$ cat src/hw/rtl/pmsfr_pkg.sv
package pmsfr_pkg;

   // receiver phases plus the two payload read-out steps
   typedef enum logic [8:0] {
      PH_HUNT1    = 9'b000000001,
      PH_HUNT2    = 9'b000000010,
      PH_LENHI    = 9'b000000100,
      PH_LENLO    = 9'b000001000,
      PH_DATA     = 9'b000010000,
      PH_SUMHI    = 9'b000100000,
      PH_SUMLO    = 9'b001000000,
      PH_EMIT_RD  = 9'b010000000,
      PH_EMIT_OUT = 9'b100000000
   } phase_type;

   typedef enum logic [1:0] {
      ST_OK      = 2'd0,
      ST_LEN     = 2'd1,
      ST_SUM     = 2'd2,
      ST_TIMEOUT = 2'd3
   } status_type;

   localparam logic CMD_BYTE = 1'b0;
   localparam logic CMD_TICK = 1'b1;

   localparam logic CSR_PAYLOAD_WORDS = 1'b0;
   localparam logic CSR_TIMEOUT_TICKS = 1'b1;

   localparam logic [7:0]  START_FIRST   = 8'h42;
   localparam logic [7:0]  START_SECOND  = 8'h4D;
   localparam logic [4:0]  WORDS_RESET   = 5'd13;
   localparam logic [11:0] TIMEOUT_RESET = 12'd2300;

endpackage

$ cat src/hw/rtl/pmsfr_ram.sv
module pmsfr_ram #(
   parameter int WIDTH = 16,
   parameter int DEPTH = 16,
   localparam int AW = (DEPTH > 1) ? $clog2(DEPTH) : 1
) (
   input  logic             clock,
   input  logic             wr_en,
   input  logic [AW-1:0]    wr_addr,
   input  logic [WIDTH-1:0] wr_data,
   input  logic             rd_en,
   input  logic [AW-1:0]    rd_addr,
   output logic [WIDTH-1:0] rd_data
);

   logic [WIDTH-1:0] mem_ff [DEPTH];
   logic [WIDTH-1:0] rd_data_ff;

   always_ff @(posedge clock) begin
      if (wr_en) begin
         mem_ff[wr_addr] <= wr_data;
      end
      // hold the last read word until the next read
      if (rd_en) begin
         rd_data_ff <= mem_ff[rd_addr];
      end
   end

   assign rd_data = rd_data_ff;

endmodule

$ cat src/hw/rtl/particle_sensor_frame_receiver.sv
// Particle sensor frame receiver.
// req_ channel: one transaction per received serial byte (req_tuser = 0) or per
// millisecond tick (req_tuser = 1). Frames are 0x42 0x4D, length, payload and
// checksum, all 16-bit fields big-endian.
// rsp_ channel: a good frame yields one transaction per 16-bit payload word,
// rsp_tlast on the final word; a length error, checksum error or idle timeout
// yields a single transaction with rsp_tlast set and zero data.
// csr_ channel: index 0 payload_words, index 1 timeout_ticks; always ready.
// Throughput: one input transaction per cycle while the output register is
// free or being drained. Error results appear in the cycle after the byte or tick.
// After the checksum byte the payload is read back from the word RAM: a
// registered read in PH_EMIT_RD, then one word per cycle while rsp_tready is high;
// no input is taken during that read-out. The RAM's single read port sets this.
// A stalled receiver holds the output register and blocks req_tready.
// Reset returns the receiver to hunting for the first start byte and restores
// the register defaults (13 words, 2300 ticks); the payload RAM is not cleared.
module particle_sensor_frame_receiver #(
   parameter int MAX_WORDS = 16,
   localparam int WW = $clog2(MAX_WORDS + 1),
   localparam int BW = WW + 1,
   localparam int AW = (MAX_WORDS > 1) ? $clog2(MAX_WORDS) : 1
) (
   input  logic        clock,
   input  logic        reset,

   input  logic        req_tvalid,
   output logic        req_tready,
   input  logic [7:0]  req_tdata,   // [7:0] rx_byte
   input  logic        req_tuser,   // [0] command

   output logic        rsp_tvalid,
   input  logic        rsp_tready,
   output logic [23:0] rsp_tdata,   // [3:0] word_index, [19:4] word_value, [23:20] zero
   output logic [1:0]  rsp_tuser,   // [1:0] status
   output logic        rsp_tlast,   // last

   input  logic        csr_valid,
   output logic        csr_ready,
   input  logic        csr_index,
   input  logic [11:0] csr_data
);

   pmsfr_pkg::phase_type  state_ff, state_in;
   logic [15:0]           sum_ff, sum_in;
   logic [7:0]            len_hi_ff, len_hi_in;
   logic [7:0]            chk_hi_ff, chk_hi_in;
   logic [7:0]            data_hi_ff, data_hi_in;
   logic [BW-1:0]         pos_ff, pos_in;
   logic [11:0]           idle_ff, idle_in;
   logic [WW-1:0]         emit_idx_ff, emit_idx_in;

   logic                  rsp_valid_ff, rsp_valid_in;
   pmsfr_pkg::status_type rsp_status_ff, rsp_status_in;
   logic [3:0]            rsp_index_ff, rsp_index_in;
   logic [15:0]           rsp_value_ff, rsp_value_in;
   logic                  rsp_last_ff, rsp_last_in;

   logic [4:0]            words_cfg_ff;
   logic [11:0]           timeout_cfg_ff;

   logic                  ram_wr_en;
   logic [AW-1:0]         ram_wr_addr;
   logic [15:0]           ram_wr_data;
   logic                  ram_rd_en;
   logic [AW-1:0]         ram_rd_addr;
   logic [15:0]           ram_rd_data;

   logic                  out_free;
   logic                  run_phase;
   logic                  accept;
   logic [WW-1:0]         words;
   logic [BW-1:0]         pos_next;
   logic [WW-1:0]         idx_next;
   logic                  err;
   pmsfr_pkg::status_type err_code;

   pmsfr_ram #(
      .WIDTH (16),
      .DEPTH (MAX_WORDS)
   ) u_payload_ram (
      .clock   (clock),
      .wr_en   (ram_wr_en),
      .wr_addr (ram_wr_addr),
      .wr_data (ram_wr_data),
      .rd_en   (ram_rd_en),
      .rd_addr (ram_rd_addr),
      .rd_data (ram_rd_data)
   );

   // clamp the word count into 1..MAX_WORDS
   always_comb begin
      if (words_cfg_ff == 5'd0) begin
         words = WW'(1);
      end else if ({1'b0, words_cfg_ff} > 6'(MAX_WORDS)) begin
         words = WW'(MAX_WORDS);
      end else begin
         words = WW'(words_cfg_ff);
      end
   end

   assign out_free   = !rsp_valid_ff || rsp_tready;
   assign run_phase  = (state_ff != pmsfr_pkg::PH_EMIT_RD) &&
                       (state_ff != pmsfr_pkg::PH_EMIT_OUT);
   assign req_tready = run_phase && out_free;
   assign accept     = req_tvalid && req_tready;
   assign pos_next   = pos_ff + BW'(1);
   assign idx_next   = emit_idx_ff + WW'(1);
   assign csr_ready  = 1'b1;

   always_comb begin
      state_in      = state_ff;
      sum_in        = sum_ff;
      len_hi_in     = len_hi_ff;
      chk_hi_in     = chk_hi_ff;
      data_hi_in    = data_hi_ff;
      pos_in        = pos_ff;
      idle_in       = idle_ff;
      emit_idx_in   = emit_idx_ff;
      rsp_valid_in  = rsp_valid_ff && !rsp_tready;
      rsp_status_in = rsp_status_ff;
      rsp_index_in  = rsp_index_ff;
      rsp_value_in  = rsp_value_ff;
      rsp_last_in   = rsp_last_ff;
      ram_wr_en     = 1'b0;
      ram_wr_addr   = AW'(pos_ff[BW-1:1]);
      ram_wr_data   = {data_hi_ff, req_tdata};
      ram_rd_en     = 1'b0;
      ram_rd_addr   = AW'(emit_idx_ff);
      err           = 1'b0;
      err_code      = pmsfr_pkg::ST_OK;

      if (accept && req_tuser == pmsfr_pkg::CMD_TICK) begin
         if (idle_ff >= timeout_cfg_ff) begin
            idle_in  = 12'd0;
            err      = 1'b1;
            err_code = pmsfr_pkg::ST_TIMEOUT;
         end else begin
            idle_in = idle_ff + 12'd1;
         end
      end else if (accept) begin
         idle_in = 12'd0;
      end

      unique case (state_ff)
         pmsfr_pkg::PH_HUNT1: begin
            if (accept && req_tuser == pmsfr_pkg::CMD_BYTE &&
                req_tdata == pmsfr_pkg::START_FIRST) begin
               sum_in   = {8'd0, pmsfr_pkg::START_FIRST};
               state_in = pmsfr_pkg::PH_HUNT2;
            end
         end
         pmsfr_pkg::PH_HUNT2: begin
            if (accept && req_tuser == pmsfr_pkg::CMD_BYTE) begin
               if (req_tdata == pmsfr_pkg::START_SECOND) begin
                  sum_in   = sum_ff + {8'd0, req_tdata};
                  state_in = pmsfr_pkg::PH_LENHI;
               end else begin
                  state_in = pmsfr_pkg::PH_HUNT1;
               end
            end
         end
         pmsfr_pkg::PH_LENHI: begin
            if (accept && req_tuser == pmsfr_pkg::CMD_BYTE) begin
               len_hi_in = req_tdata;
               sum_in    = sum_ff + {8'd0, req_tdata};
               state_in  = pmsfr_pkg::PH_LENLO;
            end
         end
         pmsfr_pkg::PH_LENLO: begin
            if (accept && req_tuser == pmsfr_pkg::CMD_BYTE) begin
               sum_in = sum_ff + {8'd0, req_tdata};
               if ({len_hi_ff, req_tdata} != 16'({words, 1'b0}) + 16'd2) begin
                  err      = 1'b1;
                  err_code = pmsfr_pkg::ST_LEN;
               end else begin
                  pos_in   = '0;
                  state_in = pmsfr_pkg::PH_DATA;
               end
            end
         end
         pmsfr_pkg::PH_DATA: begin
            if (accept && req_tuser == pmsfr_pkg::CMD_BYTE) begin
               sum_in = sum_ff + {8'd0, req_tdata};
               // hold the high byte, write the word on its low byte
               if (pos_ff[0]) begin
                  ram_wr_en = 1'b1;
               end else begin
                  data_hi_in = req_tdata;
               end
               pos_in = pos_next;
               if (pos_next >= {words, 1'b0}) begin
                  pos_in   = '0;
                  state_in = pmsfr_pkg::PH_SUMHI;
               end
            end
         end
         pmsfr_pkg::PH_SUMHI: begin
            if (accept && req_tuser == pmsfr_pkg::CMD_BYTE) begin
               chk_hi_in = req_tdata;
               state_in  = pmsfr_pkg::PH_SUMLO;
            end
         end
         pmsfr_pkg::PH_SUMLO: begin
            if (accept && req_tuser == pmsfr_pkg::CMD_BYTE) begin
               if ({chk_hi_ff, req_tdata} != sum_ff) begin
                  err      = 1'b1;
                  err_code = pmsfr_pkg::ST_SUM;
               end else begin
                  emit_idx_in = '0;
                  state_in    = pmsfr_pkg::PH_EMIT_RD;
               end
            end
         end
         pmsfr_pkg::PH_EMIT_RD: begin
            ram_rd_en   = 1'b1;
            ram_rd_addr = AW'(emit_idx_ff);
            state_in    = pmsfr_pkg::PH_EMIT_OUT;
         end
         pmsfr_pkg::PH_EMIT_OUT: begin
            if (out_free) begin
               rsp_valid_in  = 1'b1;
               rsp_status_in = pmsfr_pkg::ST_OK;
               rsp_index_in  = 4'(emit_idx_ff);
               rsp_value_in  = ram_rd_data;
               rsp_last_in   = (idx_next == words);
               if (idx_next == words) begin
                  state_in = pmsfr_pkg::PH_HUNT1;
               end else begin
                  // fetch the next word while this one goes out
                  emit_idx_in = idx_next;
                  ram_rd_en   = 1'b1;
                  ram_rd_addr = AW'(idx_next);
               end
            end
         end
         default: begin
            state_in = pmsfr_pkg::PH_HUNT1;
         end
      endcase

      if (err) begin
         rsp_valid_in  = 1'b1;
         rsp_status_in = err_code;
         rsp_index_in  = 4'd0;
         rsp_value_in  = 16'd0;
         rsp_last_in   = 1'b1;
         state_in      = pmsfr_pkg::PH_HUNT1;
      end
   end

   always_ff @(posedge clock) begin
      if (reset) begin
         state_ff       <= pmsfr_pkg::PH_HUNT1;
         idle_ff        <= 12'd0;
         rsp_valid_ff   <= 1'b0;
         words_cfg_ff   <= pmsfr_pkg::WORDS_RESET;
         timeout_cfg_ff <= pmsfr_pkg::TIMEOUT_RESET;
      end else begin
         state_ff     <= state_in;
         idle_ff      <= idle_in;
         rsp_valid_ff <= rsp_valid_in;
         if (csr_valid && csr_ready) begin
            case (csr_index)
               pmsfr_pkg::CSR_PAYLOAD_WORDS: words_cfg_ff   <= csr_data[4:0];
               pmsfr_pkg::CSR_TIMEOUT_TICKS: timeout_cfg_ff <= csr_data;
               default: ;
            endcase
         end
      end
   end

   always_ff @(posedge clock) begin
      sum_ff        <= sum_in;
      len_hi_ff     <= len_hi_in;
      chk_hi_ff     <= chk_hi_in;
      data_hi_ff    <= data_hi_in;
      pos_ff        <= pos_in;
      emit_idx_ff   <= emit_idx_in;
      rsp_status_ff <= rsp_status_in;
      rsp_index_ff  <= rsp_index_in;
      rsp_value_ff  <= rsp_value_in;
      rsp_last_ff   <= rsp_last_in;
   end

   assign rsp_tvalid = rsp_valid_ff;
   assign rsp_tdata  = {4'd0, rsp_value_ff, rsp_index_ff};
   assign rsp_tuser  = rsp_status_ff;
   assign rsp_tlast  = rsp_last_ff;

endmodule
$ cat config.mk
export PLATFORM = sky130hd
export DESIGN_NAME = particle_sensor_frame_receiver
export DESIGN_NICKNAME = d
export VERILOG_FILES = /design/src/hw/rtl/pmsfr_pkg.sv /design/src/hw/rtl/pmsfr_ram.sv /design/src/hw/rtl/particle_sensor_frame_receiver.sv
export SDC_FILE = /design/constraint.sdc
export NUM_CORES = 1
export LEC_CHECK = 0
export ABC_AREA = 0
export BUFFER_PORTS_ARGS = -buffer_cell sky130_fd_sc_hd__buf_2
export CORE_ASPECT_RATIO = 0.7
export CORE_MARGIN = 2
export CORE_UTILIZATION = 45
export CTS_CLUSTER_DIAMETER = 120
export CTS_CLUSTER_SIZE = 20
export DETAILED_ROUTE_END_ITERATION = 10
export HOLD_SLACK_MARGIN = 0.12
export PLACE_DENSITY = 0.58
export SYNTH_ARGS = -nofsm -noshare
export SYNTH_HDL_FRONTEND = slang
export SYNTH_HIERARCHICAL = 1
export SYNTH_SLANG_ARGS = --single-unit
$ cat constraint.sdc
create_clock -name clock -period 4.9 [get_ports clock]
set_input_delay 0.245 -clock clock [delete_from_list [all_inputs] [get_ports clock]]
set_output_delay 0.245 -clock clock [all_outputs]
set_load 0.02 [all_outputs]
; ---- Yosys cells after proc, flatten, opt, wreduce, memory -nomap -nowiden
; Memories as Yosys holds them, arrays and structs flattened. A register that Yosys moved wholly into a read port is not among the register bits.
; Index checks and enable logic that the tools add are counted.
[totals]
n_memories = 1
register_bits = 113
output_inout_bits = 30
ramBits = 256
[mem_list]
columns = memory, words, width, rd, rd_clocked_by_memory_dff, write_ports, line
row1 = u_payload_ram.mem_ff, 16, 16, 1, 1, 1, pmsfr_ram.sv:15  ; logic [WIDTH-1:0] mem_ff [DEPTH];
[classes]
magnitude_cmp = 3
n_reduce_logical = 30
n_mux = 65
bitwise_logic = 3
n_addsub = 5
eq_ne = 31
[op_table]
columns = op, n
row1 = 2-to-1 mux 9 bit, 12
row2 = one-hot mux 9 bit (9 select lines), 1
row3 = 2-to-1 mux 16 bit, 4
row4 = one-hot mux 16 bit (3 select lines), 1
row5 = 2-to-1 mux 12 bit, 3
row6 = 2-to-1 mux 5 bit, 6
row7 = "!= test 2 bit, second input constant", 14
row8 = 2-to-1 mux 6 bit, 4
row9 = 2-to-1 mux 2 bit, 9
row10 = adder 16 x 8 -> 16 bit, 1
row11 = "equality test 8 x 7 -> 1 bit, second input constant", 2
row12 = 2-to-1 mux 1 bit, 16
row13 = != test 16 bit, 1
row14 = != test 16 x 7 -> 1 bit, 1
row15 = "adder 12 x 1 -> 12 bit, second input constant", 1
row16 = >= comparator 12 bit, 1
row17 = 2-to-1 mux 4 bit, 3
row18 = one-hot mux 6 bit (2 select lines), 1
row19 = AND reduction 12 bit, 1
row20 = AND reduction 2 bit, 6
row21 = one-hot mux 5 bit (2 select lines), 1
row22 = AND reduction 5 bit, 2
row23 = nonzero test 2 bit, 5
row24 = "equality test 9 x 1 -> 1 bit, second input constant", 1
row25 = 30 further kinds, 40

; ---- Depth between registers and ports, before layout
[logic_depth]
depth_word = 11
depth_mapped = 13
depth_no_buf = 11

; ---- By module
; The synthesis kept the hierarchy.
[by_module_without_submodules]
columns = mod, seq_area_each_um2, n_inst, cells_per_inst, area_per_inst_um2
row1 = pmsfr_ram, 8167.8, 1, 432, 10202.3
row2 = particle_sensor_frame_receiver, 2792.7, 1, 644, 5972.0

; ---- Least setup slack after synthesis
; Ideal clock, no wire load.
[synth_timing]
kind = register -> register
startpoint = reg state_ff[8]
endpoint = mem u_payload_ram.mem_ff[0][0], enable pin
setup_slack_ns = 1.455
t_arrival_ns = 3.036
required_time_ns = 4.491
path_buffers = 1
path_stages_with_launch = 8
synth_period_minus_slack_ns = 3.445
path_cell_list = dfxtp_1 > clkbuf_1 > xnor2_1 > o311a_1 > nand2_1 > nor3_1 > or3b_2 > nor3_1
[synth_between]
elab_chain_len = 9
word_cells_on_any_way = 11
[synth_lines]
columns = item, line
row1 = from (decl), particle_sensor_frame_receiver.sv:43  ; pmsfr_pkg::phase_type state_ff, state_in;
row2 = from (signal assigned), particle_sensor_frame_receiver.sv:253  ; state_ff <= pmsfr_pkg::PH_HUNT1;
row3 = from (signal assigned), particle_sensor_frame_receiver.sv:259  ; state_ff <= state_in;
row4 = != test 9 x 8 -> 1 bit / != test 9 bit (equally long branches), "particle_sensor_frame_receiver.sv:102, particle_sensor_frame_receiver.sv:103"
row5 = logical AND 1 bit, particle_sensor_frame_receiver.sv:102  ; assign run_phase = (state_ff != pmsfr_pkg::PH_EMIT_RD) &&
row6 = logical AND 1 bit, particle_sensor_frame_receiver.sv:104  ; assign req_tready = run_phase && out_free;
row7 = logical AND 1 bit, particle_sensor_frame_receiver.sv:105  ; assign accept = req_tvalid && req_tready;
row8 = logical AND 1 bit, particle_sensor_frame_receiver.sv:182  ; if (accept && req_tuser == pmsfr_pkg::CMD_BYTE) begin
row9 = 2-to-1 mux 1 bit, particle_sensor_frame_receiver.sv:182
row10 = 2-to-1 mux 1 bit *, particle_sensor_frame_receiver.sv:144  ; unique case (state_ff)
row11 = via ram_wr_en, particle_sensor_frame_receiver.sv:61  ; logic ram_wr_en;
row12 = 2-to-1 mux 1 bit *, pmsfr_ram.sv:19  ; if (wr_en) begin
row13 = 2-to-1 mux 1 bit (implied by the code) *, pmsfr_ram.sv:20  ; mem_ff[wr_addr] <= wr_data;
row14 = to (decl), pmsfr_ram.sv:15
; The timed path passes the listed nets; every way through them passes the cells marked *.

; ---- Worst setup path after layout
[layout_timing]
startpoint = reg emit_idx_ff[0]
endpoint = reg u_payload_ram.rd_data_ff[3] (netlist: u_payload_ram/rd_data[3]), read port of u_payload_ram.mem_ff (data pin)
[layout_between]
elab_chain_len = 5
word_cells_on_any_way = 8
[layout_lines]
columns = item, line
row1 = from (decl), particle_sensor_frame_receiver.sv:50  ; logic [WW-1:0] emit_idx_ff, emit_idx_in;
row2 = from (signal assigned), particle_sensor_frame_receiver.sv:278  ; emit_idx_ff <= emit_idx_in;
row3 = adder 5 x 1 -> 5 bit, particle_sensor_frame_receiver.sv:107  ; assign idx_next = emit_idx_ff + WW'(1);
row4 = equality test 5 bit, particle_sensor_frame_receiver.sv:226  ; if (idx_next == words) begin
row5 = 2-to-1 mux 4 bit, particle_sensor_frame_receiver.sv:226
row6 = 2-to-1 mux 4 bit, particle_sensor_frame_receiver.sv:220  ; if (out_free) begin
row7 = 2-to-1 mux 4 bit *, particle_sensor_frame_receiver.sv:144
row8 = via ram_rd_addr[0], particle_sensor_frame_receiver.sv:65  ; logic [AW-1:0] ram_rd_addr;
row9 = to (decl), pmsfr_ram.sv:16  ; logic [WIDTH-1:0] rd_data_ff;
; Marks and branches as above.
; A chain may end at the register's enable or synchronous reset.

==> out/qor.csv <==
stage;metric;value;unit
layout;drive_gt1_frac;0.167;
layout;design_area;0.0180;mm^2
place;placed_area;0.0172;mm^2
timing;period_share;0.812;
synth;synth_cell_types;68;
worst_setup_path;crit_slowest_cell;mux4_1;
global_routing;overflow;0;
timing;setup_tns;0;ns
clock_tree;hold_buffers;14;
clock_tree;cts_root_buffer;clkbuf_16;
die;die_w;231;um
worst_setup_path;required;5.19;ns
worst_setup_path;reg2reg_depth;11;
die;dieHeight;163;um
synth;synth_flop_cell;edfxtp_1;
die;ios;57;
worst_setup_path;cp_slowest_stage_delay;0.59;ns
global_routing;grt_max_degree;40;
layout;area_delta_synth_final;11.2;%
flow_run;drv_cap;0;
timing;slew_viol_final;0;
synth;async_flop_share;0;
die;row_count;58;
worst_setup_path;reg2reg_slack;0.92;ns
place;numPortBuffers;51;
run_status;status;finished clean;
global_routing;antenna_found_initial;0;
clock_tree;cts_made_buffers;23;
worst_setup_path;worstPathArrival;4.27;ns
worst_setup_path;critPathKind;reg -> reg;
power_and_ir_drop;peakVddDrop;185;uV
clock_tree;cts_tree;done;
timing;final.setup.worst_slack;0.920;ns
timing;rsz0062_at_grt;no;
layout;antenna_cells;0;
clock_tree;clk_path_buf_depth;3;
timing;setup_viol;0;
timing;finalHoldViolCount;0;
clock_tree;ctsResizeCount;0;
synth;avgSynthCellArea;15.0;um^2
clock_tree;cts.sinks;385;
detailed_routing;ant_nets;0;
worst_setup_path;cp_cell_sequence;ha_1 -> and3_1 -> xnor2_1 -> nor3_1 -> o221ai_1 -> nand2_1 -> xnor2_2 -> buf_12 -> mux4_1 -> a22oi_1 -> nand2_1;
worst_setup_path;cp_max_fo;27;
detailed_routing;via_count;9411;
place;placed_cells;1602;
timing;tightestPinTransition;1.15;ns
timing;slew_headroom;0.230;
die;core;0.0356;mm^2
hold_path;hold_path_depth;1;
power_and_ir_drop;p_total;5770;uW
worst_setup_path;cp.depth;11;
global_routing;grt_pass1_wl;56300;um
worst_setup_path;start_kind;flip-flop;
detailed_routing;drt_iter0_drc;1078;
detailed_routing;routed_wl;37700;um
worst_setup_path;cpLargestDelayFamily;compound AO/OA/AOI/OAI gates;
timing;max_freq;0.251;GHz
clock_tree;clkLatencyLatePin;0.54;ns
layout;fin_nets;1218;
worst_setup_path;path_buf_inv;1;
worst_setup_path;critPathMostFrequentCell;nand2_1;
die;initial_core_util;0.454;
clock_tree;cts.clk_slew.worst_paths;0.09;ns
detailed_routing;drc_errors;0;
detailed_routing;avgRoutedWirePerCell;22.7;um
layout;instances_no_fill;1657;
timing;min_period;3.98;ns
die;die_area;0.0375;mm^2
synth;synth_edf_count;325;
synth;yosysWarnings;6;
power_and_ir_drop;power.density;321;mW/mm^2
clock_tree;htree_levels;1;
synth;seq_area_frac_synth;0.678;
hold_path;worstHoldPathType;in -> reg;
place;dpl.hpwl;24100;um
synth;synth-seq-cells;385;
worst_setup_path;end_kind;flip-flop;
detailed_routing;vias_per_cell;5.68;
global_routing;grt_pass1_vias;9011;
detailed_routing;drt_pass1_iterations;6;
global_routing;grtUsageTotal;0.203;
place;place.gp.congestion;0.872;
clock_tree;cts_setup_buffers;0;
power_and_ir_drop;power_leakage;0.00625;uW
place;pre_cts_slack;0.938;ns
synth;syn_inst;1076;
synth;netlist_area;0.0162;mm^2
timing;fin_skew;0.0232;ns
==> layout by cell type (no fill, tap or decap), drive strengths merged, types with 20 or more instances in the layout <==
cell type and instances:
dfxtp 60, clkbuf 40, buf 92, o21ai 34, nand2 104, nor3 20
a22oi 33, ha 29, xnor2 28, mux4 64, edfxtp 325, inv 31
a21oi 62, nor2 61
==> power by group <==
part | internal, uW | leakage (uW) | total (uW) | switching, uW
clock | 898 | 0.000311 | 1930 | 1030
combinational | 103 | 0.00252 | 280 | 177
sequential | 3540 | 0.00342 | 3560 | 21.8
==> cell type report <==
| class | instances | area (um^2) |
|---|---|---|
| fill | 3038 | 17600 |
| sequential | 385 | 11000 |
| multi-input combinational | 615 | 4910 |
| timing repair buffer | 106 | 741 |
| clock buffer | 40 | 639 |
| tap | 480 | 601 |
| inverter | 30 | 113 |
| clock inverter | 1 | 16.3 |
==> kinds of logic (layout without fill, tap and decap cells) <==
| group | count (synthesis) | in the layout | share of synthesized area |
|---|---|---|---|
| AOI/OAI and AO/OA | 168 | 168 | 0.0655 |
| and+or+nand+nor | 308 | 308 | 0.0960 |
| muxes | 67 | 67 | 0.0934 |
| xor gates and xnor gates | 37 | 37 | 0.0209 |
| adders and majority gates | 30 | 30 | 0.0237 |
| DFF | 385 | 385 | 0.678 |
| other | 2 | 5 | 0.000464 |
| buffers and inverters | 79 | 177 | 0.0224 |
==> cell usage after synthesis (all sizes together) (28+ instances only) <==
library cell	number	share of area
edfxtp	325	0.60
nand2	104	0.024
mux4	64	0.091
a21oi	62	0.019
nor2	61	0.014
dfxtp	60	0.074
o21ai	34	0.011
a22oi	33	0.015
clkbuf	30	0.0071
inv	30	0.0070
ha	29	0.022
xnor2	28	0.015
==> layer usage <==
layer | global-route usage | routed length, um | share of wire | vias up
met1 | 0.325 | 18500 | 0.49 | 4772
met3 | 0.0369 | 2700 | 0.072 | 39
met4 | 0.0279 | 481 | 0.013 | 0
li1 | - | - | - | 4305
met5 | 0 | 0 | 0 | -
met2 | 0.295 | 16000 | 0.42 | 295
==> state kept, by name, indices dropped and copies added (netlist names), 2 cells and up <==
signal and count:
rsp_index_ff 4, data_hi_ff 8, rsp_value_ff 16, sum_ff 16, emit_idx_ff 5, words_cfg_ff 5
timeout_cfg_ff 12, state_ff 9, u_payload_ram/rd_data 16, len_hi_ff 8, rsp_tuser 2, u_payload_ram/mem_ff 256
chk_hi_ff 8, idle_ff 12, pos_ff 6
==> through the flow <==
stage               hold WS, ns   util
global placement          0.438  0.482
finish                    0.165  0.505
global route              0.160  0.505
detailed placement        0.442  0.482
CTS                       0.144  0.505
floorplan                 0.339      -
==> path summary, 6_finish.rpt <==
kind	startpoint	to
max reg2reg	emit_idx_ff[0]	u_payload_ram/rd_data[3]
max	emit_idx_ff[0]	u_payload_ram/rd_data[3]
min reg2reg	rsp_value_ff[1]	rsp_value_ff[1]
min	req_tdata[0]	u_payload_ram/mem_ff[11][0]
Note: power is estimated with default switching activity, not from simulation.
